--- config.mk ---
export PLATFORM = sky130hd
export DESIGN_NAME = positional_list_insert_delete_top_flat
export DESIGN_NICKNAME = d
export VERILOG_FILES = /design/src/sv/pli_pkg.sv /design/src/sv/pli_req_if.sv /design/src/sv/pli_rsp_if.sv /design/src/sv/positional_list_insert_delete_top.sv /design/src/flat_wrapper.sv
export SDC_FILE = /design/constraint.sdc
export NUM_CORES = 2
export LEC_CHECK = 0
export ABC_AREA = 1
export BUFFER_PORTS_ARGS = -buffer_cell sky130_fd_sc_hd__buf_2
export CELL_PAD_IN_SITES_DETAIL_PLACEMENT = 0
export CELL_PAD_IN_SITES_GLOBAL_PLACEMENT = 1
export CORE_ASPECT_RATIO = 1.25
export CORE_MARGIN = 2
export CORE_UTILIZATION = 57
export CTS_CLUSTER_DIAMETER = 200
export DETAILED_ROUTE_END_ITERATION = 10
export GPL_TIMING_DRIVEN = 1
export PLACE_DENSITY_LB_ADDON = 0.15
export SKIP_CTS_REPAIR_TIMING = 1
export SLEW_MARGIN = 0
export SYNTH_ARGS = -nofsm -noshare
export SYNTH_HDL_FRONTEND = slang
export SYNTH_SLANG_ARGS = --single-unit
--- constraint.sdc ---
create_clock -name clk_i -period 10.08 [get_ports clk_i]
set_clock_uncertainty 0.1 [all_clocks]
set_input_delay 1.512 -clock clk_i [delete_from_list [all_inputs] [get_ports clk_i]]
set_output_delay 1.512 -clock clk_i [all_outputs]
set_load 0.02 [all_outputs]
--- src/sv/pli_pkg.sv ---
// ----------------------------------------------------------------------------
// pli_pkg: positional list shared types and constants
// Sizes, operation codes and status codes used by the list and its channels.
// ----------------------------------------------------------------------------
`default_nettype none

package pli_pkg;

  localparam int CAPACITY = 128;

  localparam int KIND_W   = 3;
  localparam int POS_W    = 8;
  localparam int VAL_W    = 32;
  localparam int STATUS_W = 2;
  localparam int ECNT_W   = 8;

  localparam int IDX_W = (CAPACITY > 1) ? $clog2(CAPACITY) : 1;
  localparam int CNT_W = $clog2(CAPACITY + 1);
  // common width for position / count compares
  localparam int CMP_W = (CNT_W > POS_W) ? CNT_W : POS_W;

  typedef enum logic [KIND_W-1:0] {
    KIND_CLEAR  = 3'd0,
    KIND_INSERT = 3'd1,
    KIND_UPDATE = 3'd2,
    KIND_REMOVE = 3'd3,
    KIND_READ   = 3'd4
  } kind_e;

  typedef enum logic [STATUS_W-1:0] {
    ST_OK    = 2'd0,
    ST_FULL  = 2'd1,
    ST_EMPTY = 2'd2,
    ST_RANGE = 2'd3
  } status_e;

endpackage

`default_nettype wire

--- src/sv/pli_req_if.sv ---
// ----------------------------------------------------------------------------
// pli_req_if: list operation request channel
// Valid/ready channel carrying one list operation.
// ----------------------------------------------------------------------------
`default_nettype none

interface pli_req_if
  import pli_pkg::*;
();

  logic              valid;
  logic              ready;
  logic [KIND_W-1:0] kind;
  logic [POS_W-1:0]  position;
  logic signed [VAL_W-1:0] value;

  modport source (output valid, output kind, output position, output value, input ready);
  modport sink   (input valid, input kind, input position, input value, output ready);

endinterface

`default_nettype wire

--- src/sv/pli_rsp_if.sv ---
// ----------------------------------------------------------------------------
// pli_rsp_if: list operation response channel
// Valid/ready channel carrying the result of one list operation.
// ----------------------------------------------------------------------------
`default_nettype none

interface pli_rsp_if
  import pli_pkg::*;
();

  logic                valid;
  logic                ready;
  logic [STATUS_W-1:0] status;
  logic signed [VAL_W-1:0] read_value;
  logic [ECNT_W-1:0]   entry_count;

  modport source (output valid, output status, output read_value, output entry_count,
                  input ready);
  modport sink   (input valid, input status, input read_value, input entry_count,
                  output ready);

endinterface

`default_nettype wire

--- src/sv/positional_list_insert_delete_top.sv ---
// ----------------------------------------------------------------------------
// positional_list_insert_delete_top: ordered list with insert/remove at index
// Keeps up to CAPACITY signed words and a count; entries move one per cycle
// through a single-port-write / registered-read memory under a small sequencer.
// ----------------------------------------------------------------------------
//  channel | dir | signals
//  req_i   | in  | valid, ready, kind, position, value
//  rsp_o   | out | valid, ready, status, read_value, entry_count
//
//  An insert at p < count moves the entries from p upward, one entry per cycle, and
//  then writes the value; a remove below the last entry moves the entries above p
//  down. Requests are taken only while idle. Reset clears count and control; memory
//  stays undefined. A response waits in the output register until rsp_o.ready; the
//  next request may be taken meanwhile, but its response stalls until the register
//  is free.
// ----------------------------------------------------------------------------
`default_nettype none

module positional_list_insert_delete_top
  import pli_pkg::*;
(
  input  wire logic    clk_i,
  input  wire logic    rst_ni,
  pli_req_if.sink      req_i,
  pli_rsp_if.source    rsp_o
);

  typedef enum logic [2:0] {
    S_IDLE,
    S_SHIFT,
    S_DRAIN,
    S_WRVAL,
    S_RDWAIT,
    S_RESP
  } state_e;

  state_e                  state_q;
  logic [CNT_W-1:0]        count_q;
  logic [IDX_W-1:0]        cur_q;
  logic [IDX_W-1:0]        pos_q;
  logic signed [VAL_W-1:0] val_q;
  logic                    up_q;
  logic                    rd_sel_q;
  logic [STATUS_W-1:0]     status_q;
  logic                    pend_q;
  logic [IDX_W-1:0]        pend_addr_q;

  logic                    rsp_valid_q;
  logic [STATUS_W-1:0]     rsp_status_q;
  logic signed [VAL_W-1:0] rsp_value_q;
  logic [ECNT_W-1:0]       rsp_count_q;

  logic signed [VAL_W-1:0] mem [CAPACITY];
  logic signed [VAL_W-1:0] rdata_q;

  // decoded request
  logic [CMP_W-1:0]    pos_c;
  logic [CMP_W-1:0]    cnt_c;
  logic [CMP_W-1:0]    cnt_m1;
  logic [CMP_W-1:0]    pos_p1;
  logic [CMP_W-1:0]    cnt_ext;
  logic [STATUS_W-1:0] dec_status;
  logic [CNT_W-1:0]    dec_count;
  state_e              dec_next;
  logic [IDX_W-1:0]    dec_cur;
  logic                dec_up;
  logic                dec_rd;

  logic                    req_fire;
  logic                    we;
  logic [IDX_W-1:0]        waddr;
  logic signed [VAL_W-1:0] wdata;
  logic                    shift_last;

  assign req_i.ready = (state_q == S_IDLE);
  assign req_fire    = req_i.valid && req_i.ready;

  always_comb begin
    pos_c      = CMP_W'(req_i.position);
    cnt_c      = CMP_W'(count_q);
    cnt_m1     = cnt_c - 1'b1;
    pos_p1     = pos_c + 1'b1;
    dec_status = ST_OK;
    dec_count  = count_q;
    dec_next   = S_RESP;
    dec_cur    = pos_c[IDX_W-1:0];
    dec_up     = 1'b0;
    dec_rd     = 1'b0;
    unique case (req_i.kind)
      KIND_CLEAR: begin
        dec_count = '0;
      end
      KIND_INSERT: begin
        priority if (cnt_c >= CMP_W'(CAPACITY)) begin
          dec_status = ST_FULL;
        end else if (pos_c > cnt_c) begin
          dec_status = ST_RANGE;
        end else begin
          dec_count = count_q + 1'b1;
          dec_up    = 1'b1;
          if (pos_c < cnt_c) begin
            dec_cur  = cnt_m1[IDX_W-1:0];
            dec_next = S_SHIFT;
          end else begin
            dec_next = S_WRVAL;
          end
        end
      end
      KIND_UPDATE, KIND_REMOVE, KIND_READ: begin
        priority if (count_q == '0) begin
          dec_status = ST_EMPTY;
        end else if (pos_c >= cnt_c) begin
          dec_status = ST_RANGE;
        end else if (req_i.kind == KIND_UPDATE) begin
          dec_next = S_WRVAL;
        end else if (req_i.kind == KIND_REMOVE) begin
          dec_count = count_q - 1'b1;
          if (pos_p1 < cnt_c) begin
            dec_cur  = pos_p1[IDX_W-1:0];
            dec_next = S_SHIFT;
          end
        end else begin
          dec_rd   = 1'b1;
          dec_next = S_RDWAIT;
        end
      end
      default: ;
    endcase
  end

  // insert walks down to the target, remove walks up to the new count
  assign shift_last = up_q ? (cur_q == pos_q) : (CNT_W'(cur_q) == count_q);
  assign cnt_ext    = CMP_W'(count_q);

  // a pending shift write and the value write never fall in the same cycle
  assign we    = pend_q || (state_q == S_WRVAL);
  assign waddr = pend_q ? pend_addr_q : pos_q;
  assign wdata = pend_q ? rdata_q : val_q;

  always_ff @(posedge clk_i) begin
    if (we) begin
      mem[waddr] <= wdata;
    end
    rdata_q <= mem[cur_q];
  end

  always_ff @(posedge clk_i or negedge rst_ni) begin
    if (!rst_ni) begin
      state_q      <= S_IDLE;
      count_q      <= '0;
      cur_q        <= '0;
      pos_q        <= '0;
      val_q        <= '0;
      up_q         <= 1'b0;
      rd_sel_q     <= 1'b0;
      status_q     <= ST_OK;
      pend_q       <= 1'b0;
      pend_addr_q  <= '0;
      rsp_valid_q  <= 1'b0;
      rsp_status_q <= ST_OK;
      rsp_value_q  <= '0;
      rsp_count_q  <= '0;
    end else begin
      pend_q <= (state_q == S_SHIFT);
      if (rsp_valid_q && rsp_o.ready && (state_q != S_RESP)) begin
        rsp_valid_q <= 1'b0;
      end
      unique case (state_q)
        S_IDLE: begin
          if (req_fire) begin
            state_q  <= dec_next;
            count_q  <= dec_count;
            cur_q    <= dec_cur;
            pos_q    <= pos_c[IDX_W-1:0];
            val_q    <= req_i.value;
            up_q     <= dec_up;
            rd_sel_q <= dec_rd;
            status_q <= dec_status;
          end
        end
        S_SHIFT: begin
          pend_addr_q <= up_q ? cur_q + 1'b1 : cur_q - 1'b1;
          if (shift_last) begin
            state_q <= S_DRAIN;
          end else begin
            cur_q <= up_q ? cur_q - 1'b1 : cur_q + 1'b1;
          end
        end
        S_DRAIN: begin
          state_q <= up_q ? S_WRVAL : S_RESP;
        end
        S_WRVAL: begin
          state_q <= S_RESP;
        end
        S_RDWAIT: begin
          state_q <= S_RESP;
        end
        S_RESP: begin
          if (!rsp_valid_q || rsp_o.ready) begin
            rsp_valid_q  <= 1'b1;
            rsp_status_q <= status_q;
            rsp_value_q  <= rd_sel_q ? rdata_q : '0;
            rsp_count_q  <= cnt_ext[ECNT_W-1:0];
            state_q      <= S_IDLE;
          end
        end
        default: state_q <= S_IDLE;
      endcase
    end
  end

  assign rsp_o.valid       = rsp_valid_q;
  assign rsp_o.status      = rsp_status_q;
  assign rsp_o.read_value  = rsp_value_q;
  assign rsp_o.entry_count = rsp_count_q;

  // ---------------------------------------------------------------------------
  // assertions
  // ---------------------------------------------------------------------------
  localparam logic [CMP_W-1:0] CapCmp = CMP_W'(CAPACITY);

  a_count_bound: assert property (@(posedge clk_i) disable iff (!rst_ni)
    CMP_W'(count_q) <= CapCmp)
    else $error("list count above capacity");

  a_write_in_list: assert property (@(posedge clk_i) disable iff (!rst_ni)
    we |-> (CNT_W'(waddr) < count_q))
    else $error("memory write outside the live list");

  a_full_count: assert property (@(posedge clk_i) disable iff (!rst_ni)
    (rsp_o.valid && rsp_o.status == ST_FULL) |-> (rsp_o.entry_count == CapCmp[ECNT_W-1:0]))
    else $error("full status with list not at capacity");

  a_fail_no_data: assert property (@(posedge clk_i) disable iff (!rst_ni)
    (rsp_o.valid && rsp_o.status != ST_OK) |-> (rsp_o.read_value == '0))
    else $error("failed request returned data");

endmodule

`default_nettype wire

--- src/flat_wrapper.sv ---
// flat-port wrapper written by rule: the top's interface ports become plain ports
module positional_list_insert_delete_top_flat import pli_pkg::*;
  (clk_i, rst_ni, req_i_valid, req_i_kind, req_i_position, req_i_value, req_i_ready, rsp_o_valid, rsp_o_status, rsp_o_read_value, rsp_o_entry_count, rsp_o_ready);
  pli_req_if req_i_i ();
  pli_rsp_if rsp_o_i ();
  input  wire logic clk_i;
  input  wire logic rst_ni;
  input wire logic [$bits(req_i_i.valid)-1:0] req_i_valid;
  input wire logic [$bits(req_i_i.kind)-1:0] req_i_kind;
  input wire logic [$bits(req_i_i.position)-1:0] req_i_position;
  input wire logic [$bits(req_i_i.value)-1:0] req_i_value;
  output wire logic [$bits(req_i_i.ready)-1:0] req_i_ready;
  output wire logic [$bits(rsp_o_i.valid)-1:0] rsp_o_valid;
  output wire logic [$bits(rsp_o_i.status)-1:0] rsp_o_status;
  output wire logic [$bits(rsp_o_i.read_value)-1:0] rsp_o_read_value;
  output wire logic [$bits(rsp_o_i.entry_count)-1:0] rsp_o_entry_count;
  input wire logic [$bits(rsp_o_i.ready)-1:0] rsp_o_ready;
  assign req_i_i.valid = req_i_valid;
  assign req_i_i.kind = req_i_kind;
  assign req_i_i.position = req_i_position;
  assign req_i_i.value = req_i_value;
  assign req_i_ready = req_i_i.ready;
  assign rsp_o_valid = rsp_o_i.valid;
  assign rsp_o_status = rsp_o_i.status;
  assign rsp_o_read_value = rsp_o_i.read_value;
  assign rsp_o_entry_count = rsp_o_i.entry_count;
  assign rsp_o_i.ready = rsp_o_ready;
  positional_list_insert_delete_top u_core (.clk_i(clk_i), .rst_ni(rst_ni), .req_i(req_i_i), .rsp_o(rsp_o_i));
endmodule
* Yosys cells after proc, flatten, opt, wreduce, memory -nomap -nowiden
Memories as Yosys holds them, arrays and structs flattened. A register that Yosys moved wholly into a read port is not among the register bits. Cells that the tools add are included.
Storage, ports and cells: word-level logic and storage cells 122, memories kept 1, bits in writable memories 4096, flip-flop bits (word level) 112
Memory list:
- u_core.mem | depth 128, bits a word 32, read ports 1, clocked after memory_dff 1, write ports 1, RTL line positional_list_insert_delete_top.sv:53 | logic signed [VAL_W-1:0] mem [CAPACITY];
Cells by class: reductions and logical operators 18, order comparisons 5, add/sub/neg operators 5, muxes and demuxes 57, equality and inequality tests 22
Operators with widths (count):
- $mux 7 | 13
- $mux 32 | 2
- $mux 8 | 6
- $mux 3 | 11
- $pmux 7 s2 | 2
- $pmux 8 s3 | 1
- $add 8x1->8 const B | 2
- $lt 8x8->1 | 2
- $pmux 3 s5 | 1
- $mux 1 | 14
- $ne 2x2->1 const B | 7
- $eq 3x2->1 const B | 4
- $mux 2 | 5
- $eq 3x3->1 const B | 3
- $reduce_and 9->1 | 1
- $eq 7x8->1 | 1
- $ge 8x8->1 | 1
- $ge 8x8->1 const B | 1
- $gt 8x8->1 | 1
- $logic_not 8->1 | 1
- $sub 8x1->8 const B | 1
- $add 7x1->7 const B | 1
- $eq 7x7->1 | 1
- $sub 7x1->7 const B | 1
- other kinds (15) | 24

* Longest topological paths before layout
word-level depth 10, gate-level depth with buffers 20, mapped depth without buffers 20

* Least setup slack after synthesis
No wires, ideal clock.
path kind input port to flip-flop, start input req_i_position[0], end register u_core.cur_q[0], arrival 3.678 ns, slack 6.224 ns, stages on the path 20, required time 9.903 ns, cell sequence ha_1 > nand2_1 > nor2_1 > inv_1 > nor2_1 > nand2_1 > xor2_1 > inv_1 > ha_1 > nand2_1 > and3b_1 > nor2_1 > nand2_1 > nor2_2 > nand2_1 > nand2_1 > nand2_1 > nand2_1 > nand2_1 > a21oi_1
On the way: longest elaborated chain between the ends 10, elaborated cells on any way between the ends 16, classes of those cells add/sub: 1; order compare: 4; mux: 11
Ends and longest elaborated chain:
- from (decl) | RTL line flat_wrapper.sv:10 | input wire logic [$bits(req_i_i.position)-1:0] req_i_position;
- $add 8x1->8 | RTL line positional_list_insert_delete_top.sv:82 | pos_p1 = pos_c + 1'b1;
- $lt 8x8->1 | RTL line positional_list_insert_delete_top.sv:118 | if (pos_p1 < cnt_c) begin
- $mux 7 | RTL line positional_list_insert_delete_top.sv:118
- $mux 7 | RTL line positional_list_insert_delete_top.sv:116 | end else if (req_i.kind == KIND_REMOVE) begin
- $mux 7 | RTL line positional_list_insert_delete_top.sv:114 | end else if (req_i.kind == KIND_UPDATE) begin
- $mux 7 | RTL line positional_list_insert_delete_top.sv:112 | end else if (pos_c >= cnt_c) begin
- $mux 7 | RTL line positional_list_insert_delete_top.sv:110 | priority if (count_q == '0) begin
- $pmux 7 s2 (*) | RTL line positional_list_insert_delete_top.sv:89 | unique case (req_i.kind)
- $mux 7 (*) | RTL line positional_list_insert_delete_top.sv:170 | if (req_fire) begin
- $pmux 7 s2 (*) | RTL line positional_list_insert_delete_top.sv:168 | unique case (state_q)
- to (signal assigned) | RTL line positional_list_insert_delete_top.sv:173 | cur_q <= dec_cur;
- to (signal assigned) | RTL line positional_list_insert_delete_top.sv:186 | cur_q <= up_q ? cur_q - 1'b1 : cur_q + 1'b1;
- to (decl) | RTL line positional_list_insert_delete_top.sv:39 | logic [IDX_W-1:0] cur_q;
Every way passes the cells marked *; elsewhere a longest branch is shown, timed or not. The select of a mux whose other input is x is not followed. A chain may end at the register's enable or synchronous reset.

==> results.cfg <==
[setup_path]
slowest_delay_ps = 880
setup.worst_path.start = u_core.cur_q[0]
cp.arrival_ps = 5920
reg2reg_slack_ps = 4930
crit_buf_inv = 4
cp_max_fo = 130
crit_type = reg -> reg
critPathLaunchType = flop
critical_path_required_ps = 10850
critPathSlowestCell = dfrtp_4
path_cells = buf_12 > buf_4 > buf_4 > nor2_1 > nor2_1 > o21ai_0 > o211ai_1 > o21ai_0 > o21ai_0 > o21bai_1 > nand2_1 > nand2_1 > nand2_1 > inv_1
regToRegStartpoint = u_core.cur_q[0]
crit_path_end_kind = flop
cp.depth = 14
path_delay_family = buffers and inverters
ff2ff_path_depth = 14
r2r_end = u_core.rdata_q[23]
endpoint = u_core.rdata_q[23]

[sta]
tightestPinTransition_ps = 1452
hold_slack_ps = 373.4
drv_slew = 0
grt_setup_unrepaired = no
slew_headroom = 0.02196
worst_slack_ps = 4928
hold_viol_final = 0
finalSetupViolations = 0
min_period_ps = 5152
setup-tns-final_ps = 0
fmax_mhz = 194.1
fin_crit_sh = 0.5111

[floorplanning]
rows = 223
io_pins = 91
start_util = 0.5716
dieArea_um2 = 299600
die_w_um = 490.0
fp.dieH_um = 611.5
core_um2 = 294400

[placement]
portBuffers = 90
place.gp.congestion = 0.8882
place_ws_ps = 4970
placed_cell_area_um2 = 173000
dpl.hpwl_um = 277700

[finish]
seqCellArea_um2 = 126500
drive_gt1_frac = 0.08708
final_area_um2 = 186300
syn_to_final_growth_pct = 10.71
multi_input_area_um2 = 38220
final_nets = 13100
fillers = 21970

[logic_synthesis]
synth_top_flop_cell = edfxtp_1
synthTopCellsByArea = edfxtp_1, o21ai_0, nor2_1, nand2_1, o22ai_1
synth_area_leader_cell = edfxtp_1
yosysSeqAreaShare = 0.7514
syn-instance-count = 13160
synth_most_common_cell = edfxtp_1
syn_nets = 13230
synthArstFlopShare = 0.02642
yosysUniqueCellTypes = 49
synth_top_area_frac = 0.7310
syn_area_um2 = 168300
yosysWarnings = 0
avgSynthCellArea_um2 = 12.78
yosys-top-cells-count = edfxtp_1, nor2_1, o21ai_0
synth_edf_count = 4096
ys_ff_latch = 4240

[outcome]
status = finished, final reports clean

[clock_network]
clock-root-buffer = clkbuf_16
cts.path.max_buffers = 4
cts_buffers = 402
cts.sinks = 4240
worstSkewPairLatency_ps = 940
cts_max_level = 5
cts_tree = done
path_clk_slew_ps = 70

[detailed_routing]
vias_per_cell = 6.407
routed_wl_um = 513100
drc = 0
drt_iter0_drc = 15240
num_vias = 110800
firstDrtPassIters = 6
postRouteAntennaNets = 0
wl_per_cell_um = 29.66

[worst_hold_path]
hp-class = reg -> reg

[pwr]
power.total_mw = 63.29
power.density_nw_per_um2 = 339.7
ir_drop_v = 0.0003583
p_leak_nw = 60.66

[flow_run]
drv_cap = 0

[global_route]
grt_pass1_vias = 106100
antenna_found_initial = 18
grt_pass1_wl_um = 729400
grt_usage = 0.3355
overflow = 0
grt_max_degree = 207
kinds of logic after synthesis:
kind of cell               after synthesis  share of synthesized area
AOI/OAI and AO/OA                     3506                     0.1163
buffers and inverters                 1038                    0.02898
adders and majority gates               22                   0.001636
DFF                                   4240                     0.7514
xor gates and xnor gates                23                   0.001197
and+or+nand+nor                       4333                     0.1005
how the worst min path moves through the flow:
stage	from	depth (start not counted)	end	slack, ps
finish	u_core.val_q[30]	2	u_core.val_q[30]	370
global route	u_core.val_q[2]	2	u_core.val_q[2]	400
CTS	u_core.val_q[18]	2	u_core.val_q[18]	380
detailed placement	u_core.val_q[6]	2	u_core.val_q[6]	360
global placement	u_core.val_q[24]	2	u_core.val_q[24]	360
floorplan	u_core.val_q[0]	2	u_core.val_q[0]	340
placed cells by master, fill, tap and decap left out, types with 32 or more instances in the layout:
master / n
edfxtp_1: 4096
nor2_1: 2567
o21ai_0: 2225
nand2_1: 1136
o22ai_1: 584
clkbuf_16: 409
nand3_1: 386
o211ai_1: 322
buf_4: 272
a21oi_1: 174
nor2_4: 131
inv_1: 113
dfrtp_1: 106
o221ai_1: 91
clkinv_1: 89
buf_2: 89
clkinv_2: 74
clkbuf_1: 63
bufinv_16: 59
o21ai_1: 57
nand2_4: 32
dfxtp_1: 32
final cells by class:
cell class / instances / area share
diodes: 5 / 0.00006717
clock buffers: 474 / 0.05636
clock inverters: 251 / 0.01494
inverters: 127 / 0.002781
multi-input cells: 7884 / 0.2052
flip-flops and latches: 4240 / 0.6789
well taps: 3937 / 0.02644
repair buffers: 380 / 0.01539
metrics by stage:
step           std cells    util
6_report           17300  0.6328
5_1_grt            17290  0.6328
4_1_cts            17290  0.6328
3_5_place_dp       16570  0.5877
3_3_place_gp       16570  0.5877
2_1_floorplan      13160       -
worst min-delay path, cell delays in order, from the launching register on:
cell and delay [ps]:
dfrtp_1 340, nand2_1 60, nand2_1 50
layer usage:
metal,GRT usage,part of all wire,vias to the layer above
li1,-,-,47980
met1,0.4310,0.37,55830
met2,0.5344,0.47,5894
met3,0.05625,0.095,1115
met4,0.2142,0.073,2
met5,0,0.000025,-
sequential cells by signal (all words and copies together), names as in the netlist:
signal / cells
u_core.rsp_o.valid: 1
u_core.rdata_q: 32
u_core.up_q: 1
u_core.rsp_o.status: 2
u_core.cur_q: 7
u_core.val_q: 32
u_core.cnt_c: 8
u_core.rsp_o.read_value: 32
u_core.rd_sel_q: 1
u_core.pend_q: 1
u_core.status_q: 2
u_core.state_q: 3
u_core.pend_addr_q: 7
u_core.rsp_o.entry_count: 8
u_core.pos_q: 7
u_core.mem: 4096
where the power goes:
| part | internal (mW) | switching (mW) |
|---|---|---|
| Combinational | 4.70 | 18.8 |
| Clock | 8.93 | 6.50 |
| Sequential | 23.8 | 0.577 |
| Total | 37.4 | 25.9 |
Note: power is estimated with default switching activity, not from simulation.
